File: src/hw/rtl/wcr_pkg.sv
// Package for the whitespace compactor: character codes, configuration
// register indexes and the job descriptor passed from front end to back end.
// No dependencies.
`default_nettype none

package wcr_pkg;

  localparam logic [7:0] CharCr    = 8'h0D;
  localparam logic [7:0] CharTab   = 8'h09;
  localparam logic [7:0] CharLf    = 8'h0A;
  localparam logic [7:0] CharSpace = 8'h20;

  // Configuration port
  localparam int unsigned CfgIdxW  = 1;
  localparam int unsigned CfgDataW = 1;
  localparam logic [CfgIdxW-1:0] CfgTrimTail = 1'd0;
  localparam logic [CfgIdxW-1:0] CfgReflow   = 1'd1;

  // One descriptor expands into: nlf newlines, then an optional space,
  // then an optional visible byte; a descriptor with none of these is a
  // bare chunk-done marker.
  typedef struct packed {
    logic [1:0] nlf;
    logic       sp;
    logic       vis;
    logic [7:0] vis_byte;
    logic       done;
  } desc_t;

endpackage

`default_nettype wire

File: src/hw/rtl/wcr_in_if.sv
// Input channel of the whitespace compactor: valid/ready plus one raw byte.
// No dependencies.
`default_nettype none

interface wcr_in_if;
  logic       valid;
  logic       ready;
  logic [7:0] in_byte;
  logic       chunk_end;

  modport source (output valid, output in_byte, output chunk_end, input ready);
  modport sink   (input valid, input in_byte, input chunk_end, output ready);
endinterface

`default_nettype wire

File: src/hw/rtl/wcr_out_if.sv
// Output channel of the whitespace compactor: valid/ready plus one result.
// No dependencies.
`default_nettype none

interface wcr_out_if;
  logic       valid;
  logic       ready;
  logic [7:0] out_byte;
  logic       out_valid;
  logic       chunk_done;
  logic       last;

  modport source (output valid, output out_byte, output out_valid,
                  output chunk_done, output last, input ready);
  modport sink   (input valid, input out_byte, input out_valid,
                  input chunk_done, input last, output ready);
endinterface

`default_nettype wire

File: src/hw/rtl/wcr_front.sv
// Front end: accepts raw bytes, tracks space and newline state and builds
// one descriptor per request that releases output. Uses wcr_pkg, wcr_in_if.
`default_nettype none

module wcr_front (
  input  wire logic           clk_i,
  input  wire logic           rst_ni,
  input  wire logic           trim_tail_i,
  input  wire logic           reflow_i,
  wcr_in_if.sink              in_i,
  output wcr_pkg::desc_t      desc_o,
  output logic                push_o,
  input  wire logic           full_i
);

  logic       last_was_space_q, last_was_space_d;
  logic [1:0] newline_run_q, newline_run_d;
  logic [1:0] pend_nl_q, pend_nl_d;
  logic       pend_sp_q, pend_sp_d;

  logic       accept;
  logic [7:0] ch;
  logic [2:0] nl_total;
  logic [1:0] nl_add;
  logic       resolve;

  assign in_i.ready = !full_i;
  assign accept     = in_i.valid && !full_i;

  always_comb begin
    last_was_space_d = last_was_space_q;
    newline_run_d    = newline_run_q;
    pend_nl_d        = pend_nl_q;
    pend_sp_d        = pend_sp_q;
    nl_add           = 2'd0;
    nl_total         = 3'd0;
    resolve          = 1'b0;
    desc_o           = '0;
    ch               = (in_i.in_byte == wcr_pkg::CharTab) ? wcr_pkg::CharSpace : in_i.in_byte;

    if (in_i.in_byte != wcr_pkg::CharCr) begin
      if (ch == wcr_pkg::CharLf) begin
        pend_sp_d = 1'b0;
        if (newline_run_q != 2'd3) begin
          newline_run_d = newline_run_q + 2'd1;
        end
        if (reflow_i) begin
          nl_add = (newline_run_d == 2'd2) ? 2'd2 : 2'd0;
        end else begin
          nl_add = (newline_run_d != 2'd3) ? 2'd1 : 2'd0;
        end
        nl_total  = {1'b0, pend_nl_q} + {1'b0, nl_add};
        pend_nl_d = (nl_total > 3'd2) ? 2'd2 : nl_total[1:0];
        last_was_space_d = 1'b0;
      end else begin
        resolve       = reflow_i && (newline_run_q == 2'd1);
        newline_run_d = 2'd0;
        if (ch == wcr_pkg::CharSpace) begin
          if (!last_was_space_q) begin
            pend_sp_d        = 1'b1;
            last_was_space_d = 1'b1;
          end
        end else begin
          // Release held newlines, then the held or reflowed space, then the byte
          desc_o.nlf      = pend_nl_q;
          desc_o.sp       = pend_sp_q || (resolve && !last_was_space_q);
          desc_o.vis      = 1'b1;
          desc_o.vis_byte = ch;
          pend_nl_d        = 2'd0;
          pend_sp_d        = 1'b0;
          last_was_space_d = 1'b0;
        end
      end
    end

    if (in_i.chunk_end) begin
      desc_o.done = 1'b1;
      if (!trim_tail_i && !desc_o.vis) begin
        desc_o.nlf = pend_nl_d;
        desc_o.sp  = pend_sp_d;
      end
      pend_nl_d = 2'd0;
      pend_sp_d = 1'b0;
    end

    push_o = accept && (desc_o.vis || desc_o.done);
  end

  always_ff @(posedge clk_i or negedge rst_ni) begin
    if (!rst_ni) begin
      last_was_space_q <= 1'b0;
      newline_run_q    <= 2'd0;
      pend_nl_q        <= 2'd0;
      pend_sp_q        <= 1'b0;
    end else if (accept) begin
      last_was_space_q <= last_was_space_d;
      newline_run_q    <= newline_run_d;
      pend_nl_q        <= pend_nl_d;
      pend_sp_q        <= pend_sp_d;
    end
  end

  pend_nl_max_a: assert property (@(posedge clk_i) disable iff (!rst_ni)
    pend_nl_q != 2'd3)
    else $error("held newline count above two");

  pend_cleared_a: assert property (@(posedge clk_i) disable iff (!rst_ni)
    accept && in_i.chunk_end |=> pend_nl_q == 2'd0 && !pend_sp_q)
    else $error("held whitespace survived a chunk end");

  lf_drops_space_a: assert property (@(posedge clk_i) disable iff (!rst_ni)
    accept && in_i.in_byte == wcr_pkg::CharLf |=> !pend_sp_q)
    else $error("space held across a newline");

endmodule

`default_nettype wire

File: src/hw/rtl/wcr_fifo.sv
// Short descriptor queue between front and back end, register based.
// Uses wcr_pkg.
`default_nettype none

module wcr_fifo #(
  parameter int unsigned Depth = 4
) (
  input  wire logic           clk_i,
  input  wire logic           rst_ni,
  input  wire logic           push_i,
  input  wire wcr_pkg::desc_t wdata_i,
  output logic                full_o,
  input  wire logic           pop_i,
  output wcr_pkg::desc_t      rdata_o,
  output logic                nonempty_o
);

  localparam int unsigned PtrW = (Depth > 1) ? $clog2(Depth) : 1;
  localparam int unsigned CntW = $clog2(Depth + 1);
  localparam logic [PtrW-1:0] PtrMax = PtrW'(Depth - 1);
  localparam logic [CntW-1:0] CntFull = CntW'(Depth);

  wcr_pkg::desc_t  mem_q [Depth];
  logic [PtrW-1:0] wptr_q, rptr_q;
  logic [CntW-1:0] cnt_q;
  logic            do_push, do_pop;

  assign full_o     = (cnt_q == CntFull);
  assign nonempty_o = (cnt_q != '0);
  assign rdata_o    = mem_q[rptr_q];
  assign do_push    = push_i && !full_o;
  assign do_pop     = pop_i && nonempty_o;

  always_ff @(posedge clk_i) begin
    if (do_push) begin
      mem_q[wptr_q] <= wdata_i;
    end
  end

  always_ff @(posedge clk_i or negedge rst_ni) begin
    if (!rst_ni) begin
      wptr_q <= '0;
      rptr_q <= '0;
      cnt_q  <= '0;
    end else begin
      if (do_push) begin
        wptr_q <= (wptr_q == PtrMax) ? '0 : wptr_q + 1'b1;
      end
      if (do_pop) begin
        rptr_q <= (rptr_q == PtrMax) ? '0 : rptr_q + 1'b1;
      end
      if (do_push && !do_pop) begin
        cnt_q <= cnt_q + 1'b1;
      end else if (do_pop && !do_push) begin
        cnt_q <= cnt_q - 1'b1;
      end
    end
  end

  cnt_bound_a: assert property (@(posedge clk_i) disable iff (!rst_ni)
    cnt_q <= CntFull)
    else $error("queue count beyond depth");

  full_ptrs_a: assert property (@(posedge clk_i) disable iff (!rst_ni)
    full_o |-> wptr_q == rptr_q)
    else $error("full queue with pointers apart");

  ptr_track_a: assert property (@(posedge clk_i) disable iff (!rst_ni)
    cnt_q == '0 |-> wptr_q == rptr_q)
    else $error("empty queue with pointers apart");

endmodule

`default_nettype wire

File: src/hw/rtl/wcr_back.sv
// Back end: expands one descriptor into output bytes, one per cycle unless
// stalled, into a registered output stage. Uses wcr_pkg, wcr_out_if.
`default_nettype none

module wcr_back (
  input  wire logic           clk_i,
  input  wire logic           rst_ni,
  input  wire wcr_pkg::desc_t desc_i,
  input  wire logic           desc_valid_i,
  output logic                pop_o,
  wcr_out_if.source           out_o
);

  wcr_pkg::desc_t work_q, work_d;
  logic           work_v_q, work_v_d;

  logic       ov_q;
  logic [7:0] obyte_q;
  logic       obval_q, odone_q, olast_q;

  wcr_pkg::desc_t rem;
  logic [7:0]     res_byte;
  logic           res_bval, res_last, out_load;

  always_comb begin
    rem      = work_q;
    res_byte = 8'd0;
    res_bval = 1'b1;
    priority if (work_q.nlf != 2'd0) begin
      res_byte = wcr_pkg::CharLf;
      rem.nlf  = work_q.nlf - 2'd1;
    end else if (work_q.sp) begin
      res_byte = wcr_pkg::CharSpace;
      rem.sp   = 1'b0;
    end else if (work_q.vis) begin
      res_byte = work_q.vis_byte;
      rem.vis  = 1'b0;
    end else begin
      // Bare chunk-done marker
      res_bval = 1'b0;
    end
    res_last = (rem.nlf == 2'd0) && !rem.sp && !rem.vis;

    out_load = work_v_q && (!ov_q || out_o.ready);
    pop_o    = desc_valid_i && (!work_v_q || (out_load && res_last));

    work_d   = work_q;
    work_v_d = work_v_q;
    if (out_load) begin
      work_d   = rem;
      work_v_d = !res_last;
    end
    if (pop_o) begin
      work_d   = desc_i;
      work_v_d = 1'b1;
    end
  end

  always_ff @(posedge clk_i) begin
    work_q <= work_d;
    if (out_load) begin
      obyte_q <= res_byte;
      obval_q <= res_bval;
      odone_q <= res_last && work_q.done;
      olast_q <= res_last;
    end
  end

  always_ff @(posedge clk_i or negedge rst_ni) begin
    if (!rst_ni) begin
      work_v_q <= 1'b0;
      ov_q     <= 1'b0;
    end else begin
      work_v_q <= work_v_d;
      if (out_load) begin
        ov_q <= 1'b1;
      end else if (out_o.ready) begin
        ov_q <= 1'b0;
      end
    end
  end

  assign out_o.valid      = ov_q;
  assign out_o.out_byte   = obyte_q;
  assign out_o.out_valid  = obval_q;
  assign out_o.chunk_done = odone_q;
  assign out_o.last       = olast_q;

  marker_only_alone_a: assert property (@(posedge clk_i) disable iff (!rst_ni)
    out_load && !res_bval |-> res_last && work_q.done)
    else $error("marker emitted from a descriptor with bytes or no chunk end");

  no_pop_mid_job_a: assert property (@(posedge clk_i) disable iff (!rst_ni)
    work_v_q && !(out_load && res_last) |-> !pop_o)
    else $error("descriptor taken while another is still expanding");

  stall_holds_work_a: assert property (@(posedge clk_i) disable iff (!rst_ni)
    ov_q && !out_o.ready && work_v_q |=> work_v_q)
    else $error("work dropped during output stall");

endmodule

`default_nettype wire

File: src/hw/rtl/whitespace_compactor_reflow.sv
// Top level of the whitespace compactor: configuration registers, front end,
// descriptor queue and back end. Uses wcr_pkg, wcr_in_if, wcr_out_if,
// wcr_front, wcr_fifo, wcr_back.
//
// Usage:
//   in_i carries one raw text byte per request (in_byte) plus chunk_end on
//   the last byte of a chunk. out_o carries one result per request: a byte
//   with out_valid 1, or a bare marker (out_valid 0, out_byte 0) when a
//   chunk end releases nothing. last marks the final result of an input
//   request, chunk_done the final result of a chunk_end request.
//   The configuration port (cfg_we_i, cfg_idx_i, cfg_data_i) writes
//   trim_tail (index 0) and reflow_single_newlines (index 1); write only
//   while the block is idle.
// Timing:
//   The front end takes one input request per cycle while the queue has
//   room. The back end emits one result per cycle while the receiver is
//   ready; a request releases up to four results, and the back end takes
//   no new descriptor until the last of them is loaded. The first result
//   of an input passes through the queue, then the expansion register,
//   then the output register on its way to out_o.
// Reset and stall:
//   Reset clears all whitespace state and the queue, and sets both
//   configuration bits to 1. When the receiver stalls, the output register
//   holds, the back end stops, the queue fills and in_i.ready drops.
`default_nettype none

module whitespace_compactor_reflow #(
  parameter int unsigned QueueDepth = 4
) (
  input  wire logic                         clk_i,
  input  wire logic                         rst_ni,
  input  wire logic                         cfg_we_i,
  input  wire logic [wcr_pkg::CfgIdxW-1:0]  cfg_idx_i,
  input  wire logic [wcr_pkg::CfgDataW-1:0] cfg_data_i,
  wcr_in_if.sink                            in_i,
  wcr_out_if.source                         out_o
);

  // Configuration registers
  logic trim_tail_q;
  logic reflow_q;

  // Front to queue
  wcr_pkg::desc_t front_desc;
  logic           front_push;
  logic           queue_full;

  // Queue to back
  wcr_pkg::desc_t queue_desc;
  logic           queue_nonempty;
  logic           back_pop;

  // Take register writes; unknown indexes are ignored by the case default
  always_ff @(posedge clk_i or negedge rst_ni) begin
    if (!rst_ni) begin
      trim_tail_q <= 1'b1;
      reflow_q    <= 1'b1;
    end else if (cfg_we_i) begin
      unique case (cfg_idx_i)
        wcr_pkg::CfgTrimTail: trim_tail_q <= cfg_data_i[0];
        wcr_pkg::CfgReflow:   reflow_q    <= cfg_data_i[0];
        default: ;
      endcase
    end
  end

  // Classify input bytes and track held whitespace
  wcr_front u_front (
    .clk_i       (clk_i),
    .rst_ni      (rst_ni),
    .trim_tail_i (trim_tail_q),
    .reflow_i    (reflow_q),
    .in_i        (in_i),
    .desc_o      (front_desc),
    .push_o      (front_push),
    .full_i      (queue_full)
  );

  // Decouple the front, one request per cycle, from the back, one byte per cycle; either may stall
  wcr_fifo #(
    .Depth (QueueDepth)
  ) u_fifo (
    .clk_i      (clk_i),
    .rst_ni     (rst_ni),
    .push_i     (front_push),
    .wdata_i    (front_desc),
    .full_o     (queue_full),
    .pop_i      (back_pop),
    .rdata_o    (queue_desc),
    .nonempty_o (queue_nonempty)
  );

  // Expand descriptors into output bytes
  wcr_back u_back (
    .clk_i        (clk_i),
    .rst_ni       (rst_ni),
    .desc_i       (queue_desc),
    .desc_valid_i (queue_nonempty),
    .pop_o        (back_pop),
    .out_o        (out_o)
  );

  marker_flags_a: assert property (@(posedge clk_i) disable iff (!rst_ni)
    out_o.valid && !out_o.out_valid |-> out_o.chunk_done && out_o.last &&
    out_o.out_byte == 8'd0)
    else $error("bare marker without chunk_done and last");

  done_is_last_a: assert property (@(posedge clk_i) disable iff (!rst_ni)
    out_o.valid && out_o.chunk_done |-> out_o.last)
    else $error("chunk_done on a result that is not the last");

  ready_tracks_queue_a: assert property (@(posedge clk_i) disable iff (!rst_ni)
    in_i.ready == !queue_full)
    else $error("input ready disagrees with queue space");

endmodule

`default_nettype wire

File: src/flat_wrapper.sv
// flat-port wrapper written by rule: the top's interface ports become plain ports
module whitespace_compactor_reflow_flat 
#(
  parameter int unsigned QueueDepth = 4
)
  (clk_i, rst_ni, cfg_we_i, cfg_idx_i, cfg_data_i, in_i_valid, in_i_in_byte, in_i_chunk_end, in_i_ready, out_o_valid, out_o_out_byte, out_o_out_valid, out_o_chunk_done, out_o_last, out_o_ready);
  wcr_in_if in_i_i ();
  wcr_out_if out_o_i ();
  input  wire logic clk_i;
  input  wire logic rst_ni;
  input  wire logic cfg_we_i;
  input  wire logic [wcr_pkg::CfgIdxW-1:0] cfg_idx_i;
  input  wire logic [wcr_pkg::CfgDataW-1:0] cfg_data_i;
  input wire logic [$bits(in_i_i.valid)-1:0] in_i_valid;
  input wire logic [$bits(in_i_i.in_byte)-1:0] in_i_in_byte;
  input wire logic [$bits(in_i_i.chunk_end)-1:0] in_i_chunk_end;
  output wire logic [$bits(in_i_i.ready)-1:0] in_i_ready;
  output wire logic [$bits(out_o_i.valid)-1:0] out_o_valid;
  output wire logic [$bits(out_o_i.out_byte)-1:0] out_o_out_byte;
  output wire logic [$bits(out_o_i.out_valid)-1:0] out_o_out_valid;
  output wire logic [$bits(out_o_i.chunk_done)-1:0] out_o_chunk_done;
  output wire logic [$bits(out_o_i.last)-1:0] out_o_last;
  input wire logic [$bits(out_o_i.ready)-1:0] out_o_ready;
  assign in_i_i.valid = in_i_valid;
  assign in_i_i.in_byte = in_i_in_byte;
  assign in_i_i.chunk_end = in_i_chunk_end;
  assign in_i_ready = in_i_i.ready;
  assign out_o_valid = out_o_i.valid;
  assign out_o_out_byte = out_o_i.out_byte;
  assign out_o_out_valid = out_o_i.out_valid;
  assign out_o_chunk_done = out_o_i.chunk_done;
  assign out_o_last = out_o_i.last;
  assign out_o_i.ready = out_o_ready;
  whitespace_compactor_reflow #(.QueueDepth(QueueDepth)) u_core (.clk_i(clk_i), .rst_ni(rst_ni), .cfg_we_i(cfg_we_i), .cfg_idx_i(cfg_idx_i), .cfg_data_i(cfg_data_i), .in_i(in_i_i), .out_o(out_o_i));
endmodule
File: config.mk
export PLATFORM = sky130hd
export DESIGN_NAME = whitespace_compactor_reflow_flat
export DESIGN_NICKNAME = d
export VERILOG_FILES = /design/src/hw/rtl/wcr_pkg.sv /design/src/hw/rtl/wcr_in_if.sv /design/src/hw/rtl/wcr_out_if.sv /design/src/hw/rtl/wcr_front.sv /design/src/hw/rtl/wcr_fifo.sv /design/src/hw/rtl/wcr_back.sv /design/src/hw/rtl/whitespace_compactor_reflow.sv /design/src/flat_wrapper.sv
export SDC_FILE = /design/constraint.sdc
export NUM_CORES = 1
export LEC_CHECK = 0
export ABC_AREA = 1
export BUFFER_PORTS_ARGS = -buffer_cell sky130_fd_sc_hd__buf_4
export CAP_MARGIN = 20
export CORE_MARGIN = 1
export CORE_UTILIZATION = 48
export DETAILED_ROUTE_END_ITERATION = 6
export GPL_TIMING_DRIVEN = 0
export PLACE_DENSITY = 0.66
export SLEW_MARGIN = 15
export SYNTH_ARGS = -nofsm -noshare
export SYNTH_HDL_FRONTEND = slang
export SYNTH_SLANG_ARGS = --single-unit
export TNS_END_PERCENT = 50
File: constraint.sdc
create_clock -name clk_i -period 5.4 [get_ports clk_i]
set_input_delay 0.54 -clock clk_i [delete_from_list [all_inputs] [get_ports clk_i]]
set_output_delay 0.54 -clock clk_i [all_outputs]
set_load 0.03 [all_outputs]
# Yosys cells after proc, flatten, opt, wreduce, memory -nomap -nowiden
# Memories as Yosys holds them, arrays and structs flattened.
# Index checks and enable logic that the tools add are counted.
dict set report classes {
  add_sub_neg 7
  order_cmp 1
  eq_ne 11
  mux 46
  bitwise 2
  n_reduce_logical 41
}
# operator n
set ops {}
lappend ops {{$mux W12} 3}
lappend ops {{$mux W2} 17}
lappend ops {{$mux W13} 2}
lappend ops {{$mux W1} 17}
lappend ops {{$eq A8 B4 Y1 const B} 2}
lappend ops {{$logic_and A1 B1 Y1} 15}
lappend ops {{$mux W3} 4}
lappend ops {{$mux W6} 2}
lappend ops {{$logic_not A1 Y1} 11}
lappend ops {{$eq A8 B6 Y1 const B} 1}
lappend ops {{$mux W8} 1}
lappend ops {{$ne A8 B4 Y1 const B} 1}
lappend ops {{$reduce_bool A2 Y1} 4}
lappend ops {{$add A2 B1 Y2 const B} 3}
lappend ops {{$eq A2 B2 Y1 const B} 3}
lappend ops {{$reduce_and A2 Y1} 3}
lappend ops {{$logic_or A1 B1 Y1} 4}
lappend ops {{$ne A2 B2 Y1 const B} 2}
lappend ops {{$add A2 B2 Y3} 1}
lappend ops {{$add A3 B1 Y3 const B} 1}
lappend ops {{$eq A3 B3 Y1 const B} 1}
lappend ops {{$gt A3 B2 Y1 const B} 1}
lappend ops {{$reduce_bool A3 Y1} 1}
lappend ops {{$reduce_or A3 Y1} 1}
lappend ops {{6 further kinds} 7}
dict set report word_totals {
  register_bits 41
  ram_bits 52
  inputBits 16
  out_inout_bits 13
  elab_cells 130
  n_memories 1
}
# name depth word_bits rd rd_clocked_by_memory_dff write_ports line
set memory_table {}
lappend memory_table {u_core.u_fifo.mem_q 4 13 1 0 1 wcr_fifo.sv:23} ;# wcr_pkg::desc_t mem_q [Depth];

# Logic depth before layout (Yosys ltp)
dict set report logic_depth {
  depth_word 17
  ltp_mapped 16
  ltp_nobuf 16
}

# Modules after synthesis
# Synthesis repeated with hierarchy kept, for this count alone.
dict set report hier_totals {
  hier_cells 434
  area_unflattened_um2 4474.3
}
# module n_inst cells_each area_each_um2 seq_area_each_um2
set modules_own_cells {}
lappend modules_own_cells {wcr_fifo 1 211 2610.0 1736.7}
lappend modules_own_cells {wcr_back 1 105 1142.3 770.7}
lappend modules_own_cells {wcr_front 1 107 633.1 150.1}
lappend modules_own_cells {whitespace_compactor_reflow 1 11 88.8 52.6}

# Least setup slack after synthesis
# Ideal clock, no wire load.
dict set report synth_path {
  kind {input to register}
  start {in in_i_in_byte[7]}
  end {reg u_core.u_fifo.cnt_q[1]}
  setup_ns 0.125
  arrival_ns 2.303
  t_required_ns 5.275
  setup_slack_ns 2.972
  cell_stages 14
  path_buffers 0
  cell_sequence {inv_1 > nand2_1 > nor2_4 > inv_2 > nor2_2 > nor2_1 > nand2_2 > nand2_4 > nand2_4 > inv_1 > ha_1 > inv_1 > fa_1 > mux2_2}
}
dict set report synth_via {
  elab_chain_cells 12
  elab_cells_between_ends 16
  classes_between {eq/ne: 4; mux: 5; reduce/logical: 7}
}
# element line
set synth_rtl {}
lappend synth_rtl {{start: declaration} flat_wrapper.sv:15} ;# input wire logic [$bits(in_i_i.in_byte)-1:0] in_i_in_byte;
lappend synth_rtl {{$eq A8 B4 Y1} wcr_front.sv:39} ;# ch = (in_i.in_byte == wcr_pkg::CharTab) ? wcr_pkg::CharSpace : in_i.in_byte;
lappend synth_rtl {{$mux W8} wcr_front.sv:39}
lappend synth_rtl {{$eq A8 B6 Y1} wcr_front.sv:58} ;# if (ch == wcr_pkg::CharSpace) begin
lappend synth_rtl {{$mux W12} wcr_front.sv:58}
lappend synth_rtl {{$mux W12} wcr_front.sv:42} ;# if (ch == wcr_pkg::CharLf) begin
lappend synth_rtl {{$mux W12 (*)} wcr_front.sv:41} ;# if (in_i.in_byte != wcr_pkg::CharCr) begin
lappend synth_rtl {{$logic_or A1 B1 Y1 (*)} wcr_front.sv:86} ;# push_o = accept && (desc_o.vis || desc_o.done);
lappend synth_rtl {{$logic_and A1 B1 Y1 (*)} wcr_front.sv:86}
lappend synth_rtl {{$logic_and A1 B1 Y1 (*)} wcr_fifo.sv:31} ;# assign do_push = push_i && !full_o;
lappend synth_rtl {{named net u_core.u_fifo.do_push} wcr_fifo.sv:26} ;# logic do_push, do_pop;
lappend synth_rtl {{$logic_not A1 Y1} wcr_fifo.sv:54} ;# end else if (do_pop && !do_push) begin
lappend synth_rtl {{$logic_and A1 B1 Y1} wcr_fifo.sv:54}
lappend synth_rtl {{$reduce_bool A2 Y1 (no source line)} -}
lappend synth_rtl {{end signal: assignment} wcr_fifo.sv:53} ;# cnt_q <= cnt_q + 1'b1;
lappend synth_rtl {{end signal: assignment} wcr_fifo.sv:55} ;# cnt_q <= cnt_q - 1'b1;
lappend synth_rtl {{end: declaration} wcr_fifo.sv:25} ;# logic [CntW-1:0] cnt_q;
# Mark *: on every way through the listed nets, which the timed path passes. The rest lies on a longest branch.
# A chain may end at the register's enable or synchronous reset.

# Worst setup path after layout
# Same ends and word-level chain as after synthesis.

==> results.cfg <==
[finish]
drive_gt1_share_pct = 16.1
layout_common_cells = edfxtp_1 (76), nor2_1 (69), nand2_1 (59)
area_growth_pct = 12.9
final_util_pct = 55.8
final_common_cell = edfxtp_1
finish.net_count = 442
num_antenna_cells = 0

[yosys]
synth_seq_cells = 93
syn-num-nets = 401
synth_fa_ha_area_share_pct = 3.14
synthMuxAreaShare_pct = 0.277
syn_area_per_cell_um2 = 10.8
syn-cell-area_um2 = 4060
yosysWarnings = 0
synth_flop_cell = edfxtp_1
synth_top_family_by_area = simple AND/OR/NAND/NOR gates
synth-edff-count = 76
synth_xor_area_share_pct = 0.431
synth_compound_area_share_pct = 8.01
synthSimpleGateAreaFrac_pct = 16.3
ys_seq_area_share_pct = 66.7
ys_types = 33
synthCells = 376
async_reset_ff_share_pct = 18.3

[grt]
grt_pass1_wl_um = 12000
grt.overflow.total = 0
grt_usage_pct = 18.5
antenna_found_initial = 0
grt_max_degree = 19
grt_pass1_vias = 2588

[critical_path]
endpoint_kind = register
path_cells = buf_4, inv_1, nand2_1, nor2_4, inv_2, nor2_2, nor2_1, nand2_2, nand2_4, nand2_4, inv_1, ha_1, inv_1, fa_1, mux2_2
max_stage_delay_ps = 420
crit_buf_inv = 5
cp_top_family = simple AND/OR/NAND/NOR gates
setup.worst_path.end = u_core.u_fifo.cnt_q[1]
worst_ep_arrival_time_ps = 2760
cp-start-kind = primary input
r2r-end = u_core.u_fifo.cnt_q[1]
critical_path_class = primary input to register
critPathMaxFanout = 7
worst-r2r-cell-count = 9
timing.rr.start = u_core.u_back.work_q[12]
reg2reg_slack_ps = 2920
crit_top_cell = inv_1
critPathSlowestCell = fa_1
crit_cells = 15
crit_start = in_i_in_byte[7]
required_ps = 5650

[clock_tree]
htreeDepth = 3
numCtsBuffers = 9
cts.repair.resized = 0
cts.sinks = 93
cts-root-buf = clkbuf_8
clockBufferDepth = 2
cts.hold.buffers_added = 0
path_clk_slew_ps = 90
cts_tree = built
insertion_delay_ps = 360
cts_setup_buffers = 0

[place]
portBuffers = 28
dp_hpwl_um = 4960
place.gp.congestion = 0.850

[timing]
maxSlewViolCount = 0
max_freq_mhz = 399
hold_viol_final = 0
fin_crit_sh_pct = 46.5
fin_setup_tns_ps = 0
period_minus_slack_ps = 2510
finClkSkew_ps = 11.2
setup_viol = 0
max-slew-margin-rel_pct = 44.7
tightest_slew_ps = 827
rsz0062_at_grt = no

[floorplanning]
rows = 33
ioPinCount = 29
start_util_pct = 49.4
die_area_um2 = 8840
dieWidth_um = 94
core_area_um2 = 8220
die_height_um = 94

[detailed_routing]
vias = 2603
wl_um = 7110
drc = 0
drt-vias-per-instance = 4.94
drt_iter0_markers = 104
wl_per_cell_um = 13.5
first_pass_iters = 4
ant_nets = 0

[pwr]
peakVddDrop_uv = 182
power.leakage_nw = 1.88
pwr_density_cell_nw_per_um2 = 486

[worst_hold_path]
hp-class = primary input to asynchronous set/reset pin

[outcome]
status = completed

[job]
max_cap_violations = 0
-- synth_stat cells (3+ instances only) --
cell | instances | share of area, %
a21oi_1 | 20 | 2.5
clkbuf_1 | 6 | 0.55
dfrtp_1 | 15 | 9.2
edfxtp_1 | 76 | 56
ha_1 | 7 | 2.2
inv_1 | 40 | 3.7
nand2_1 | 59 | 5.5
nand2_2 | 6 | 0.92
nand3_1 | 8 | 0.99
nor2_1 | 71 | 6.6
o21ai_0 | 34 | 4.2
o22ai_1 | 3 | 0.46
-- metal layers --
layer / wire [um] / global-route usage [%]
met1: 3060 / 22.0
met2: 3610 / 32.7
met3: 293 / 2.67
met4: 141 / 8.85
met5: 0 / 0
-- where the power goes --
group | internal (W) | switching (W) | total, W
combinational | 0.000254 | 0.000495 | 0.000749
clock | 0.000162 | 0.000231 | 0.000393
sequential | 0.00100 | 0.0000800 | 0.00108
total | 0.00142 | 0.000806 | 0.00223
-- flip-flops by register name, indices dropped and copies added (netlist names), 2 cells and up --
| name | count |
|---|---|
| u_core.u_back.out_o.out_byte | 8 |
| u_core.u_back.rem | 9 |
| u_core.u_back.work_q | 4 |
| u_core.u_fifo.cnt_q | 3 |
| u_core.u_fifo.mem_q | 52 |
| u_core.u_fifo.rptr_q | 2 |
| u_core.u_fifo.wptr_q | 2 |
| u_core.u_front.newline_run_q | 2 |
| u_core.u_front.pend_nl_q | 2 |
-- cell families (layout without fill, tap and decap cells) --
| kind of cell | count (synthesis) | count (layout) |
|---|---|---|
| and+or+nand+nor | 156 | 156 |
| DFF | 93 | 93 |
| AOI/OAI and AO/OA | 62 | 62 |
| buffers and inverters | 53 | 99 |
| adders and majority gates | 9 | 9 |
| xor gates and xnor gates | 2 | 2 |
| muxes | 1 | 1 |
-- per-stage QoR --
stage	instance area (um2)	power, W	cells	setup slack (ps)	hold WS, ps
after floorplan	4060	0.00162	376	2970	244
after global placement	4400	0.00182	509	2440	430
after detailed placement	4430	0.00186	511	2520	429
after CTS	4590	0.00225	527	2900	36.3
after global routing	4590	0.00239	527	2730	42.3
final	4590	0.00223	527	2890	34.8
-- area by class of cell --
| type | instances | area, um2 |
|---|---|---|
| tap | 105 | 131 |
| inverter | 42 | 159 |
| clock inverter | 6 | 30.0 |
| clock buffer | 10 | 128 |
| timing repair buffer | 30 | 229 |
| sequential | 93 | 2710 |
| buffer | 11 | 51.3 |
| fill | 716 | 3630 |
| multi-input combinational | 230 | 1150 |
-- worst register-to-register path: stages (launching register included) --
cell	delay, ps
edfxtp_1	450
o21ai_0	350
nand3_2	150
o21ai_2	170
nand2_2	130
buf_6	170
ha_1	180
inv_1	90
fa_1	420
mux2_2	270
-- worst min path at each step --
stage,depth (start not counted),end
2_1_floorplan,0,u_core.u_back.out_o.valid
3_3_place_gp,1,u_core.u_fifo.wptr_q[0]
3_5_place_dp,1,u_core.u_fifo.wptr_q[0]
4_1_cts,1,u_core.u_fifo.wptr_q[0]
5_1_grt,1,u_core.u_fifo.wptr_q[0]
6_report,1,u_core.u_fifo.wptr_q[0]
Power figures use the tool's default switching activity.
